==> src/hdl/assert_macros.svh <==
// ---------------------------------------------------------------------------
// Assertion macros
// Shared concurrent assertion forms for the semaphore table RTL.
// ---------------------------------------------------------------------------
`ifndef ASSERT_MACROS_SVH
`define ASSERT_MACROS_SVH

// Same-cycle implication, disabled while reset is asserted.
`define ASSERT_IMPLIES(name, clk, rstn, ante, cons, msg) \
  name: assert property (@(posedge clk) disable iff (!rstn) (ante) |-> (cons)) else $error(msg);

// Next-cycle implication, disabled while reset is asserted.
`define ASSERT_NEXT(name, clk, rstn, ante, cons, msg) \
  name: assert property (@(posedge clk) disable iff (!rstn) (ante) |=> (cons)) else $error(msg);

`endif

==> src/hdl/csem_ram.sv <==
// ---------------------------------------------------------------------------
// csem_ram
// Generic single-write, single-read RAM with a registered read port.
// ---------------------------------------------------------------------------
module csem_ram #(
  parameter int WIDTH = 16,
  parameter int DEPTH = 256,
  parameter int AW    = (DEPTH > 1) ? $clog2(DEPTH) : 1
) (
  input  logic             clk,
  input  logic             wr_en,
  input  logic [AW-1:0]    wr_addr,
  input  logic [WIDTH-1:0] wr_data,
  input  logic [AW-1:0]    rd_addr,
  output logic [WIDTH-1:0] rd_data
);

  logic [WIDTH-1:0] mem_r [DEPTH];
  logic [WIDTH-1:0] rd_data_r;

  always_ff @(posedge clk) begin
    if (wr_en) begin
      mem_r[wr_addr] <= wr_data;
    end
    rd_data_r <= mem_r[rd_addr];
  end

  assign rd_data = rd_data_r;

endmodule

==> config.mk <==
export PLATFORM = sky130hd
export DESIGN_NAME = csem_ram
export DESIGN_NICKNAME = d
export VERILOG_FILES = /design/src/hdl/assert_macros.svh /design/src/hdl/csem_ram.sv
export SDC_FILE = /design/constraint.sdc
export NUM_CORES = 2
export LEC_CHECK = 0
export BUFFER_PORTS_ARGS = -buffer_cell sky130_fd_sc_hd__buf_2
export CORE_MARGIN = 10
export CORE_UTILIZATION = 45
export CTS_CLUSTER_SIZE = 25
export DETAILED_ROUTE_END_ITERATION = 16
export GPL_TIMING_DRIVEN = 0
export MAX_ROUTING_LAYER = met4
export SYNTH_ARGS = -nofsm -noshare
export SYNTH_HDL_FRONTEND = slang
export SYNTH_SLANG_ARGS = --single-unit
export TNS_END_PERCENT = 1
==> constraint.sdc <==
create_clock -name clk -period 6.83 [get_ports clk]
set_input_delay 0.3415 -clock clk [delete_from_list [all_inputs] [get_ports clk]]
set_output_delay 0.3415 -clock clk [all_outputs]
set_load 0.01 [all_outputs]
Word-level counts from Yosys, hierarchy flattened --
Memories as Yosys holds them, arrays and structs flattened. A register that Yosys moved wholly into a read port is not among the register bits. Index checks and enable logic that the tools add are counted.
Operators by class: mux-type cells 2
Operators by type and width (number):
- $mux 1 | 2
Word-level totals: flip-flop bits (word level) 0, memory bits (writable) 4096, bits of input ports 34, output and inout bits 16, memories 1
Memories:
- mem_r | words 256, bits a word 16, rd ports 1, clocked after memory_dff 1, write ports 1, RTL line csem_ram.sv:18 | logic [WIDTH-1:0] mem_r [DEPTH];

Longest topological paths before layout --
depth after elaboration 2, gate-level depth with buffers 12

Worst setup path after synthesis --
Ideal clock, no wire load.
path type input -> register, start input wr_addr[3], end memory mem_r[235][0], enable pin, library setup time 388 ps, data arrival time 2118 ps, required time 6442 ps, setup slack 4323 ps, stages on the path 6, buffers on the path 3, path through clkbuf_1 -> nor2b_1 -> clkbuf_1 -> nand4_1 -> clkbuf_1 -> nor2_1
RTL lines:
- start, declared | RTL line csem_ram.sv:12 | input logic [AW-1:0] wr_addr,
- end, declared | RTL line csem_ram.sv:18
Straight into the memory's write port.

==> results.md <==
- H-tree levels: 5
- Leading post-synthesis cells by cell area: sky130_fd_sc_hd__edfxtp_1, sky130_fd_sc_hd__mux4_2, sky130_fd_sc_hd__mux2i_1, sky130_fd_sc_hd__o221ai_1, sky130_fd_sc_hd__nor2_1
- Boundary Pins: 50
- Initial core utilization: 45.1%
- HPWL reported at the end of detailed placement: roughly 340 mm
- Share of flip-flops with an asynchronous set or reset: 0%
- Number of optimization iterations in the first detailed-route pass: 10
- Syn Std Cell Area: around 0.16 sq mm
- IR drop worst, VDD: ~220 uV
- Antenna-violating nets left: 0
- Max Clk Rate: 169 MHz
- Placer congestion estimate: about 1.1
- Netlist cell types: 52
- Drc violations: 0
- Path class of the lowest-slack min-delay path: input pin to flip-flop
- Layout fillers: between 20000 and 30000
- Most frequently used flop master after synthesis: sky130_fd_sc_hd__edfxtp_1
- Number of sinks driven by the clock tree: between 4000 and 5000
- Min cycle time layout: between 5 and 6 ns
- Avg Inst Size Synth: roughly 22 sq um
- Later-pin clock latency in the skew report: roughly 0.97 ns
- Yosys top cell area share: 77.5%
- Number of register bits inferred by synthesis: 4112
- GRT Util Overall: a little over a quarter
- Count of cells resized by post-cts repair: 0
- Power density over the cells: 290 mW/mm^2
- Total design power: ~53 mW
- Pins over their slew limit: 66
- Setup repair bufs after CTS: 0
- Clock buffer depth: 4
- Worst slew margin: -11.9%
- Switching part of the total power: 22.2%
- Status: complete, but fails checks
- Wire length of the first global-routing pass: 671 mm
- Final Routed Wirelength: just under 500 mm
- Net switching power figure: roughly 12 mW
- Port buffer count: 39
- Number of buffers created by CTS: 413
- Total vias in the final route: ~84000
- Initial antenna violation count: 43
- Critical path capture point type: flip-flop
- Worst slew pin tran: 1.67 ns
- Fraction of power consumed by combinational cells: a little under 6%
- TritonCTS clock tree: done
- Core area: 0.352 sq mm
- GR Overflow Total: 0
- Crit Path Max Fanout: 13
- Worst hold slack: 0.187 ns
- Fin Clk Skew: 0.0642 ns
- Pin count of the biggest net entering global routing: between 150 and 200
- Dominant cell type by area after synthesis: sky130_fd_sc_hd__edfxtp_1
- Worst endpoint data arrival time: approximately 6.7 ns
- Number of core rows: 218
- Clock power share: roughly two fifths
- Post-CTS Hold Buffers: 16
- Failing checks: capacitance limit, slew limit
- Routed wirelength normalized by instance count: 37.8 um
- Max_cap viols: 12
- Startpoint Class: input pin
- Required time of the worst setup path: between 7 and 8 ns
- Yosys warning total: 0
- Area enclosed by the die boundary: approximately 0.38 sq mm
- Multi-input gate area: 0.0334 sq mm
- Final Hold Fails: 0
- Ratio of routed vias to standard cells: about 6.4
- Endpoints failing setup: 0
- Chip height: about 610 um
- Mapped Cells: about 7400
- Leakage power total: about 58 nW
- Period utilization: between 80 and 90%
- Fraction of final layout cells sized beyond drive strength 1: between 20% and 30%
- Die W: around 610 um
- Synthesized netlist net count: roughly 7400
- Count of flip-flops with a built-in enable after synthesis: around 4000
- Area Overhead vs Synth: 15.6%
- Vias in the first global route: slightly above 80000
- Flip-flop and latch area: roughly 0.12 sq mm
- Cell chosen for the clock root: sky130_fd_sc_hd__clkbuf_16
- RSZ-0062 raised after global routing: no
- Number of nets in the final layout: about 8100
- Reg power frac: 52.3%
- Number of design-rule violations left by the first detailed-router iteration: between 10000 and 15000
- Post-CTS clock slew at the launch and capture registers of the worst setup and hold paths: approximately 0.060 ns
- Sequential share of the synthesized area: 77.7%
- Internal power component: between 40 and 50 mW
- Category of the most critical setup path: input pin to flip-flop
[metrics by stage]
stage               cells  util, %  TNS [ns]  worst slack, ns  area (sq um)
floorplan            7360        -         0             4.32        159000
global placement    12000     46.8    -0.512           -0.170        165000
detailed placement  12300     48.3         0            0.340        170000
CTS                 13000     52.1         0             1.33        183000
global route        13100     52.1         0             1.28        183000
finish              13100     52.1         0            0.905        183000
[critical path, stage by stage]
cell,delay (ns)
sky130_fd_sc_hd__buf_2,0.49
sky130_fd_sc_hd__clkbuf_1,1.10
sky130_fd_sc_hd__buf_2,0.74
sky130_fd_sc_hd__clkbuf_2,0.79
sky130_fd_sc_hd__a21oi_1,0.08
sky130_fd_sc_hd__nor3_1,1.26
sky130_fd_sc_hd__o32ai_1,0.69
sky130_fd_sc_hd__nor4_1,1.11
[layer usage]
layer  vias to the layer above  track usage [%]  share of wire [%]
li1                      32900                -                  -
met5                         -                -                  0
met3                       933             7.10                 12
met2                      5398             37.7                 44
met1                     44400             35.9                 38
met4                         0             11.9                5.6
[final timing paths]
check / from / endpoint / slack, ns / cells after the start
max: rd_addr[2] / rd_data[3]$_DFF_P_ / 0.90 / 8
min: wr_data[4] / mem_r[127][4]$_DFFE_PP_ / 0.19 / 2
max reg2reg: mem_r[43][3]$_DFFE_PP_ / rd_data[3]$_DFF_P_ / 2.69 / 6
min reg2reg: mem_r[210][13]$_DFFE_PP_ / rd_data[13]$_DFF_P_ / 1.23 / 6
[registers in the layout (all words and copies together), names as in the netlist]
register  cells
rd_data      16
mem_r      4096
[placed cells by master, fill, tap and decap left out, drive strengths merged, types with 11 or more instances in the layout]
cell and n:
edfxtp 4096, mux4 797, clkbuf 733, mux2i 565, buf 522, nor2 304, o221ai 253, clkinv 189
a21oi 175, o22ai 148, nor3 92, mux2 88, a22oi 43, nand2 38, o21ai 38, nand3 35
bufinv 35, a22o 32, a221oi 28, nand4 26, diode 25, o32ai 21, inv 20, a211oi 18
nor4 18, o31ai 16, dlygate4sd3 16, dfxtp 16, and3 11
[cell type report]
type                       count  share of cell area, %
sequential                  4112                   67.2
clock buffer                 502                   5.93
antenna                       25                 0.0341
multi-input combinational   2792                   18.2
tap                         4620                   3.15
clock inverter               249                   1.25
timing repair buffer         317                   2.71
inverter                       4                0.00819
buffer                       452                   1.47
[power groups by stage]
stage	logic [mW]	registers (mW)	clock network [mW]
after floorplan	1.37	28.4	0
after global routing	3.14	27.8	23.4
after CTS	3.03	27.8	22.5
final	3.09	27.8	22.3
after global placement	2.88	28.5	0
after detailed placement	3.02	28.4	0
[kinds of logic (layout without fill, tap and decap cells)]
logic type      after synthesis  after routing  share of synthesized area [%]
mux                        1450           1450                           15.5
buf+inv                     456           1524                           1.69
simple gates                556            556                           1.57
compound gates              786            786                           3.54
other cells                   0             25                              0
flops                      4112           4112                           77.7
[Yosys cell counts (2+ instances only)]
cell type and n:
sky130_fd_sc_hd__mux4_2 797, sky130_fd_sc_hd__clkbuf_1 230, sky130_fd_sc_hd__o221ai_1 252, sky130_fd_sc_hd__a2111oi_0 6, sky130_fd_sc_hd__o21ai_0 37, sky130_fd_sc_hd__buf_12 5, sky130_fd_sc_hd__o22ai_1 148, sky130_fd_sc_hd__or2_2 4
sky130_fd_sc_hd__nor4_1 17, sky130_fd_sc_hd__a211oi_1 18, sky130_fd_sc_hd__mux2i_1 565, sky130_fd_sc_hd__mux2_2 88, sky130_fd_sc_hd__a21oi_1 175, sky130_fd_sc_hd__buf_6 77, sky130_fd_sc_hd__nor3_1 92, sky130_fd_sc_hd__nand4_1 26
sky130_fd_sc_hd__edfxtp_1 4096, sky130_fd_sc_hd__buf_4 26, sky130_fd_sc_hd__inv_1 3, sky130_fd_sc_hd__a22o_1 32, sky130_fd_sc_hd__nor4bb_1 2, sky130_fd_sc_hd__o32ai_1 20, sky130_fd_sc_hd__a221oi_1 28, sky130_fd_sc_hd__nand4b_1 3
sky130_fd_sc_hd__nand2_1 38, sky130_fd_sc_hd__a31oi_1 6, sky130_fd_sc_hd__a22oi_1 43, sky130_fd_sc_hd__buf_1 27, sky130_fd_sc_hd__buf_8 11, sky130_fd_sc_hd__and4_1 2, sky130_fd_sc_hd__buf_2 76, sky130_fd_sc_hd__nand3_1 35
sky130_fd_sc_hd__nand2b_1 3, sky130_fd_sc_hd__a21o_1 2, sky130_fd_sc_hd__nor2_1 304, sky130_fd_sc_hd__and3_1 11, sky130_fd_sc_hd__or3_1 2, sky130_fd_sc_hd__dfxtp_1 16, sky130_fd_sc_hd__nor2b_1 9, sky130_fd_sc_hd__o31ai_1 16
Note: power is estimated with default switching activity, not from simulation.
