--- src/hdl/assert_macros.svh ---
// ---------------------------------------------------------------------------
// Assertion macros
// Shared concurrent assertion forms for the semaphore table RTL.
// ---------------------------------------------------------------------------
`ifndef ASSERT_MACROS_SVH
`define ASSERT_MACROS_SVH

// Same-cycle implication, disabled while reset is asserted.
`define ASSERT_IMPLIES(name, clk, rstn, ante, cons, msg) \
  name: assert property (@(posedge clk) disable iff (!rstn) (ante) |-> (cons)) else $error(msg);

// Next-cycle implication, disabled while reset is asserted.
`define ASSERT_NEXT(name, clk, rstn, ante, cons, msg) \
  name: assert property (@(posedge clk) disable iff (!rstn) (ante) |=> (cons)) else $error(msg);

`endif

--- src/hdl/csem_pkg.sv ---
// ---------------------------------------------------------------------------
// csem_pkg
// Shared codes, widths and types of the counting semaphore table.
// ---------------------------------------------------------------------------
package csem_pkg;

  localparam int NUM_SEMAPHORES_DEF = 256;
  localparam int COUNT_WIDTH_DEF    = 16;

  localparam int OP_W     = 3;
  localparam int SEM_ID_W = 8;
  localparam int INIT_W   = 16;
  localparam int STATUS_W = 3;
  localparam int OUT_CNT_W = 16;
  localparam int IN_DATA_W  = 32;
  localparam int OUT_DATA_W = 32;

  // free-entry search works on groups of this many flags
  localparam int GROUP_SIZE = 16;
  localparam int GROUP_IDX_W = 4;

  localparam logic [OP_W-1:0] OP_ALLOC = 3'd0;
  localparam logic [OP_W-1:0] OP_OPEN  = 3'd1;
  localparam logic [OP_W-1:0] OP_CLOSE = 3'd2;
  localparam logic [OP_W-1:0] OP_UP    = 3'd3;
  localparam logic [OP_W-1:0] OP_DOWN  = 3'd4;

  localparam logic [STATUS_W-1:0] ST_OK           = 3'd0;
  localparam logic [STATUS_W-1:0] ST_BAD_ID       = 3'd1;
  localparam logic [STATUS_W-1:0] ST_ALREADY_OPEN = 3'd2;
  localparam logic [STATUS_W-1:0] ST_CLOSED       = 3'd3;
  localparam logic [STATUS_W-1:0] ST_WOULD_BLOCK  = 3'd4;
  localparam logic [STATUS_W-1:0] ST_NONE_FREE    = 3'd5;
  localparam logic [STATUS_W-1:0] ST_OVERFLOW     = 3'd6;

  // result of the lowest-free-entry search
  typedef struct packed {
    logic                found;
    logic [SEM_ID_W-1:0] idx;
  } find_res_t;

endpackage

--- src/hdl/csem_free_find.sv ---
// ---------------------------------------------------------------------------
// csem_free_find
// Two-level search for the lowest closed entry: per-group results are
// registered on load, the group select follows in the next cycle.
// ---------------------------------------------------------------------------
module csem_free_find #(
  parameter int ADDR_LIMIT = 256
) (
  input  logic                   clk,
  input  logic                   load,
  input  logic [ADDR_LIMIT-1:0]  flags,
  output csem_pkg::find_res_t    res
);
  import csem_pkg::*;

  localparam int NUM_GROUPS = (ADDR_LIMIT + GROUP_SIZE - 1) / GROUP_SIZE;
  localparam int PAD_W      = NUM_GROUPS * GROUP_SIZE;

  logic [PAD_W-1:0]       flags_pad;
  logic [NUM_GROUPS-1:0]  grp_any_nxt;
  logic [NUM_GROUPS-1:0]  grp_any_r;
  logic [GROUP_IDX_W-1:0] grp_lo_nxt [NUM_GROUPS];
  logic [GROUP_IDX_W-1:0] grp_lo_r   [NUM_GROUPS];

  // entries past the limit count as open so they are never picked
  always_comb begin
    flags_pad = '1;
    flags_pad[ADDR_LIMIT-1:0] = flags;
  end

  always_comb begin
    for (int g = 0; g < NUM_GROUPS; g++) begin
      grp_any_nxt[g] = 1'b0;
      grp_lo_nxt[g]  = '0;
      for (int b = GROUP_SIZE - 1; b >= 0; b--) begin
        if (!flags_pad[g*GROUP_SIZE + b]) begin
          grp_any_nxt[g] = 1'b1;
          grp_lo_nxt[g]  = GROUP_IDX_W'(b);
        end
      end
    end
  end

  always_ff @(posedge clk) begin
    if (load) begin
      grp_any_r <= grp_any_nxt;
      for (int g = 0; g < NUM_GROUPS; g++) begin
        grp_lo_r[g] <= grp_lo_nxt[g];
      end
    end
  end

  always_comb begin
    res = '0;
    for (int g = NUM_GROUPS - 1; g >= 0; g--) begin
      if (grp_any_r[g]) begin
        res.found = 1'b1;
        res.idx   = SEM_ID_W'((g * GROUP_SIZE) + int'(grp_lo_r[g]));
      end
    end
  end

endmodule

--- config.mk ---
export PLATFORM = sky130hd
export DESIGN_NAME = csem_free_find
export DESIGN_NICKNAME = d
export VERILOG_FILES = /design/src/hdl/assert_macros.svh /design/src/hdl/csem_pkg.sv /design/src/hdl/csem_free_find.sv
export SDC_FILE = /design/constraint.sdc
export NUM_CORES = 1
export LEC_CHECK = 0
export ABC_CLOCK_PERIOD_IN_PS = 1550
export BUFFER_PORTS_ARGS = -buffer_cell sky130_fd_sc_hd__buf_2
export CAP_MARGIN = 0
export CORE_AREA = 10 10 161 118
export DETAILED_ROUTE_END_ITERATION = 16
export DIE_AREA = 0 0 171 128
export GPL_ROUTABILITY_DRIVEN = 0
export PLACE_DENSITY = 0.73
export SLEW_MARGIN = 20
export SYNTH_ARGS = -nofsm -noshare
export SYNTH_HDL_FRONTEND = slang
export SYNTH_SLANG_ARGS = --single-unit
--- constraint.sdc ---
create_clock -name clk -period 1.55 [get_ports clk]
set_input_delay 0.0775 -clock clk [delete_from_list [all_inputs] [get_ports clk]]
set_output_delay 0.0775 -clock clk [all_outputs]
set_load 0.02 [all_outputs]
[Word-level counts from Yosys, hierarchy flattened]
Memories as Yosys holds them, arrays and structs flattened.
Index checks and enable logic that the tools add are counted.
Word-level totals
  register bits: 16
  bits in writable memories: 64
  input port bits: 258
  memories kept: 1
Cells by class
  $add $sub $neg: 15
  muxes and demuxes: 290
  reductions and logical operators: 16
Memory list
  grp_lo_r: words 16, width 4, rd ports 16, clocked after Yosys merged registers in 0, write ports 16, line csem_free_find.sv:23  | logic [GROUP_IDX_W-1:0] grp_lo_r [NUM_GROUPS];
Operator list (count)
  two-way mux 4 bit: 256
  AND reduction 15 bit: 16
  two-way mux 9 bit: 16
  adder 8 x 4 -> 8 bit (first input constant): 8
  adder 7 x 4 -> 8 bit (first input constant): 4
  two-way mux 1 bit: 18
  adder 6 x 4 -> 7 bit (first input constant): 2
  adder 5 x 4 -> 6 bit (first input constant): 1

[Depth between registers and ports, before layout]
  depth after elaboration: 17
  gate-level depth with buffers: 6
  mapped depth without buffers: 5

[Worst setup path after synthesis]
Ideal clock, no wire load.
  path type: register -> output
  from: register grp_any_r[10]
  to: output port res[1] (netlist bit)
  data arrival time: 1.591 ns
  setup slack: -0.119 ns
  cell stages (with the launch flop): 6
  path through: edfxtp_1 nor2_1 o221ai_1 o21ai_0 a21oi_1 a211oi_1
RTL lines
  start, declared: line csem_free_find.sv:21  | logic [NUM_GROUPS-1:0] grp_any_r;
  start signal, assigned: line csem_free_find.sv:46  | grp_any_r <= grp_any_nxt;
  end, declared: line csem_free_find.sv:12  | output csem_pkg::find_res_t res

==> flow_metrics.tcl <==
set metrics [dict create \
    cpPeakStageDelay_ns 0.42 \
    nets_final 1232 \
    hold_start "flags[242]" \
    clkSlewWorstSetupHoldPaths_ns 0.07 \
    worstSetupEndpointType "primary output" \
    max_slew.worst_pin.slew_ns 0.412 \
    initialDrtViolationCount 345 \
    timing.critical_path.cells "and2b_1, a221oi_2, o21ai_1, a31oi_1, o21ai_1, buf_2" \
    rows 39 \
    area_growth_syn_to_layout_pct 45.2 \
    synth_top_area_share_pct 43.8 \
    ys_seq_area_share_pct 43.8 \
    maxSlewHeadroom_pct 72.3 \
    power.internal_mw 4.22 \
    async_flop_share_pct 0 \
    mappedNetlistArea_um2 5490 \
    grt_pass1_vias 6255 \
    synth_top_family_by_area "simple AND/OR/NAND/NOR gates" \
    detail_route.drc_violations 0 \
    peakVddDrop_v 0.000575 \
    postSynthNetCount 928 \
    rsz0062_at_grt "true" \
    dieWidth_um 171 \
    antenna_violations_before_repair 3 \
    io-pin-count 267 \
    final-hold-violation-count 0 \
    port_buffers 266 \
    synth.most_common_cell "nand2_1" \
    dp.cells 1167 \
    routed_wl_mm 19.7 \
    post_synth.cell_area_avg_um2 8.19 \
    worstSetupStartpointType "register" \
    overflow 0 \
    finalMaxSlewViolations 0 \
    cts.htree.levels 3 \
    cts_bufs_inserted 9 \
    final_cells 1187 \
    finalCritPeriodShare_pct 129 \
    synth_seq_cells 80 \
    drt_pass1_iterations 7 \
    switching_power_share_of_the_total_pct 28.1 \
    synth-adder-area-share_pct 0 \
    power_switching_mw 1.65 \
    cts_root_buf "clkbuf_16" \
    post_route_cells_drive_above_1_share_pct 37.2 \
    synthSimpleGateAreaFrac_pct 26.5 \
    violations_in_the_final_reports "negative setup slack" \
    final.setup.tns_ns -3.03 \
    whs_ns 0.0677 \
    finalCriticalPeriod_ns 2.00 \
    wire_length_of_the_first_global_routing_pass_mm 30.6 \
    synth_area_leaders "edfxtp_1 44%, nand2_1 7.2%, a31oi_1 5.8%, nand4_1 5.5%, o21ai_0 5.3%" \
    synth_top_cell_by_area "edfxtp_1" \
    die_outline_height_um 128 \
    pin_count_of_the_biggest_net_entering_global_routing 81 \
    worst_hold_path.num_cells 2 \
    critical_path.most_common_cell "o21ai_1" \
    postSynthCellCount 670 \
    path_delay_family "compound AO/OA/AOI/OAI gates" \
    synthDistinctLibCells 34 \
    synth.mux.area_fraction_pct 0 \
    ys_warn_count 0 \
    antenna_left 0 \
    dieArea_um2 21900 \
    synth_top_cells_by_count "105 x nand2_1, 80 x edfxtp_1, 58 x o21ai_0" \
    track_usage_pct 17.1 \
    highest_clock_rate_mhz 500 \
    cellLeakagePower_nw 3.28 \
    hold_class "in -> reg" \
    cts_tree "yes" \
    combinationalPowerShare_pct 20.8 \
    seqPwrFrac_pct 44.7 \
    synth_edf_count 80 \
    critical_path.slowest_cell "edfxtp_1" \
    clock_path_buffers 2 \
    start_util_pct 34.3 \
    status "complete, but fails checks" \
    report.final.setup_viol 9 \
    share_of_total_power_in_the_clock_network_pct 34.5 \
    clkSinkCount 80 \
    worst_hold_path.endpoint "grp_lo_r[1][29]" \
    critical_path_required_ns 1.47 \
    power-per-cell-area_nw_per_um2 737 \
    dp_hpwl_mm 16.5 \
    design.core.area_um2 16000 \
    cp_data_arrival_time_ns 1.92 \
    setup.worst_path.class "reg -> out" \
    number_of_buffer_and_inverter_stages_on_the_critical_path 1 \
    vias 6342 \
    synth-xor-area-share_pct 0 \
    finalWorstSetupSlack_ns -0.448 \
    max_cap_violations 0 \
    preCtsSetupSlack_ns -0.193 \
    viasPerCell 5.34 \
    layout.core_utilization_pct 49.8 \
    drt-wirelength-per-cell_um 16.6 \
    critical_path.max_fanout 4 \
    yosys_most_used_dff "edfxtp_1" \
    synth_compound_area_share_pct 25.6 \
]
## layout make-up
cell class	count	area, µm²
antenna	3	7.51
clock buffer	9	225
clock inverter	7	62.6
fill	1495	8030
inverter	56	213
multi-input combinational	531	3170
sequential	80	2400
tap	205	256
timing repair buffer	296	1640
## worst max-delay path by stage
stage	depth (start not counted)	end	from
global route	6	res[3]	grp_any_r[6]
global placement	6	res[3]	grp_any_r[9]
finish	6	res[3]	grp_any_r[6]
floorplan	5	res[0]	grp_any_r[14]
CTS	6	res[0]	grp_any_r[6]
detailed placement	6	res[3]	grp_any_r[5]
## sequential cells by signal, indices dropped and copies added (netlist names)
name       count
grp_lo_r      64
grp_any_r     16
## logic make-up (layout without fill, tap and decap cells)
kind of cell           Yosys count  count (layout)
flip-flops                      80              80
AND/OR/NAND/NOR                310             310
buffers and inverters           59             368
other                            0               3
AO/OA/AOI/OAI                  221             221
## routing by layer
metal | wire length [µm] | track usage, %
met4 | 126 | 3.31
met2 | 8900 | 27.6
met5 | 0 | 0
met1 | 8870 | 22.0
met3 | 1810 | 5.78
## power by group through the flow
stage | Sequential [mW] | Combinational [mW] | Clock (mW)
2_1_floorplan | 2.63 | 0.418 | 0
3_3_place_gp | 2.66 | 1.09 | 0
3_5_place_dp | 2.65 | 1.11 | 0
4_1_cts | 2.62 | 1.19 | 2.07
5_1_grt | 2.64 | 1.36 | 2.17
6_report | 2.63 | 1.22 | 2.03
## through the flow
| stage | instance area (µm²) | total power [mW] |
|---|---|---|
| 6_report | 7970 | 5.88 |
| 3_5_place_dp | 7300 | 3.76 |
| 4_1_cts | 7860 | 5.89 |
| 5_1_grt | 7970 | 6.17 |
| 3_3_place_gp | 7300 | 3.74 |
| 2_1_floorplan | 5490 | 3.04 |
## placed cells by master (no fill, tap or decap), types with 4 or more instances in the layout
cell type,count
buf_2,258
nand2_1,105
edfxtp_1,80
inv_1,54
nor2_1,52
o21ai_0,51
a31oi_1,49
nand4_1,48
o211ai_1,33
nand3_1,32
nor3_1,32
buf_4,24
a21oi_1,23
nor2b_1,18
a21boi_0,16
buf_6,13
clkbuf_16,9
a221oi_2,8
o21ai_1,7
or2_4,4
a21oi_2,4
o221ai_1,4
## timing repair
action | CTS | global route
hold endpoints to repair | 0 | 0
pin swaps | 14 | 16
setup endpoints to repair | 9 | 9
hold buffers | 0 | 0
gates resized for setup | 67 | 21
buffers inserted | 1 | 1
(Power assumes the default switching activity.)
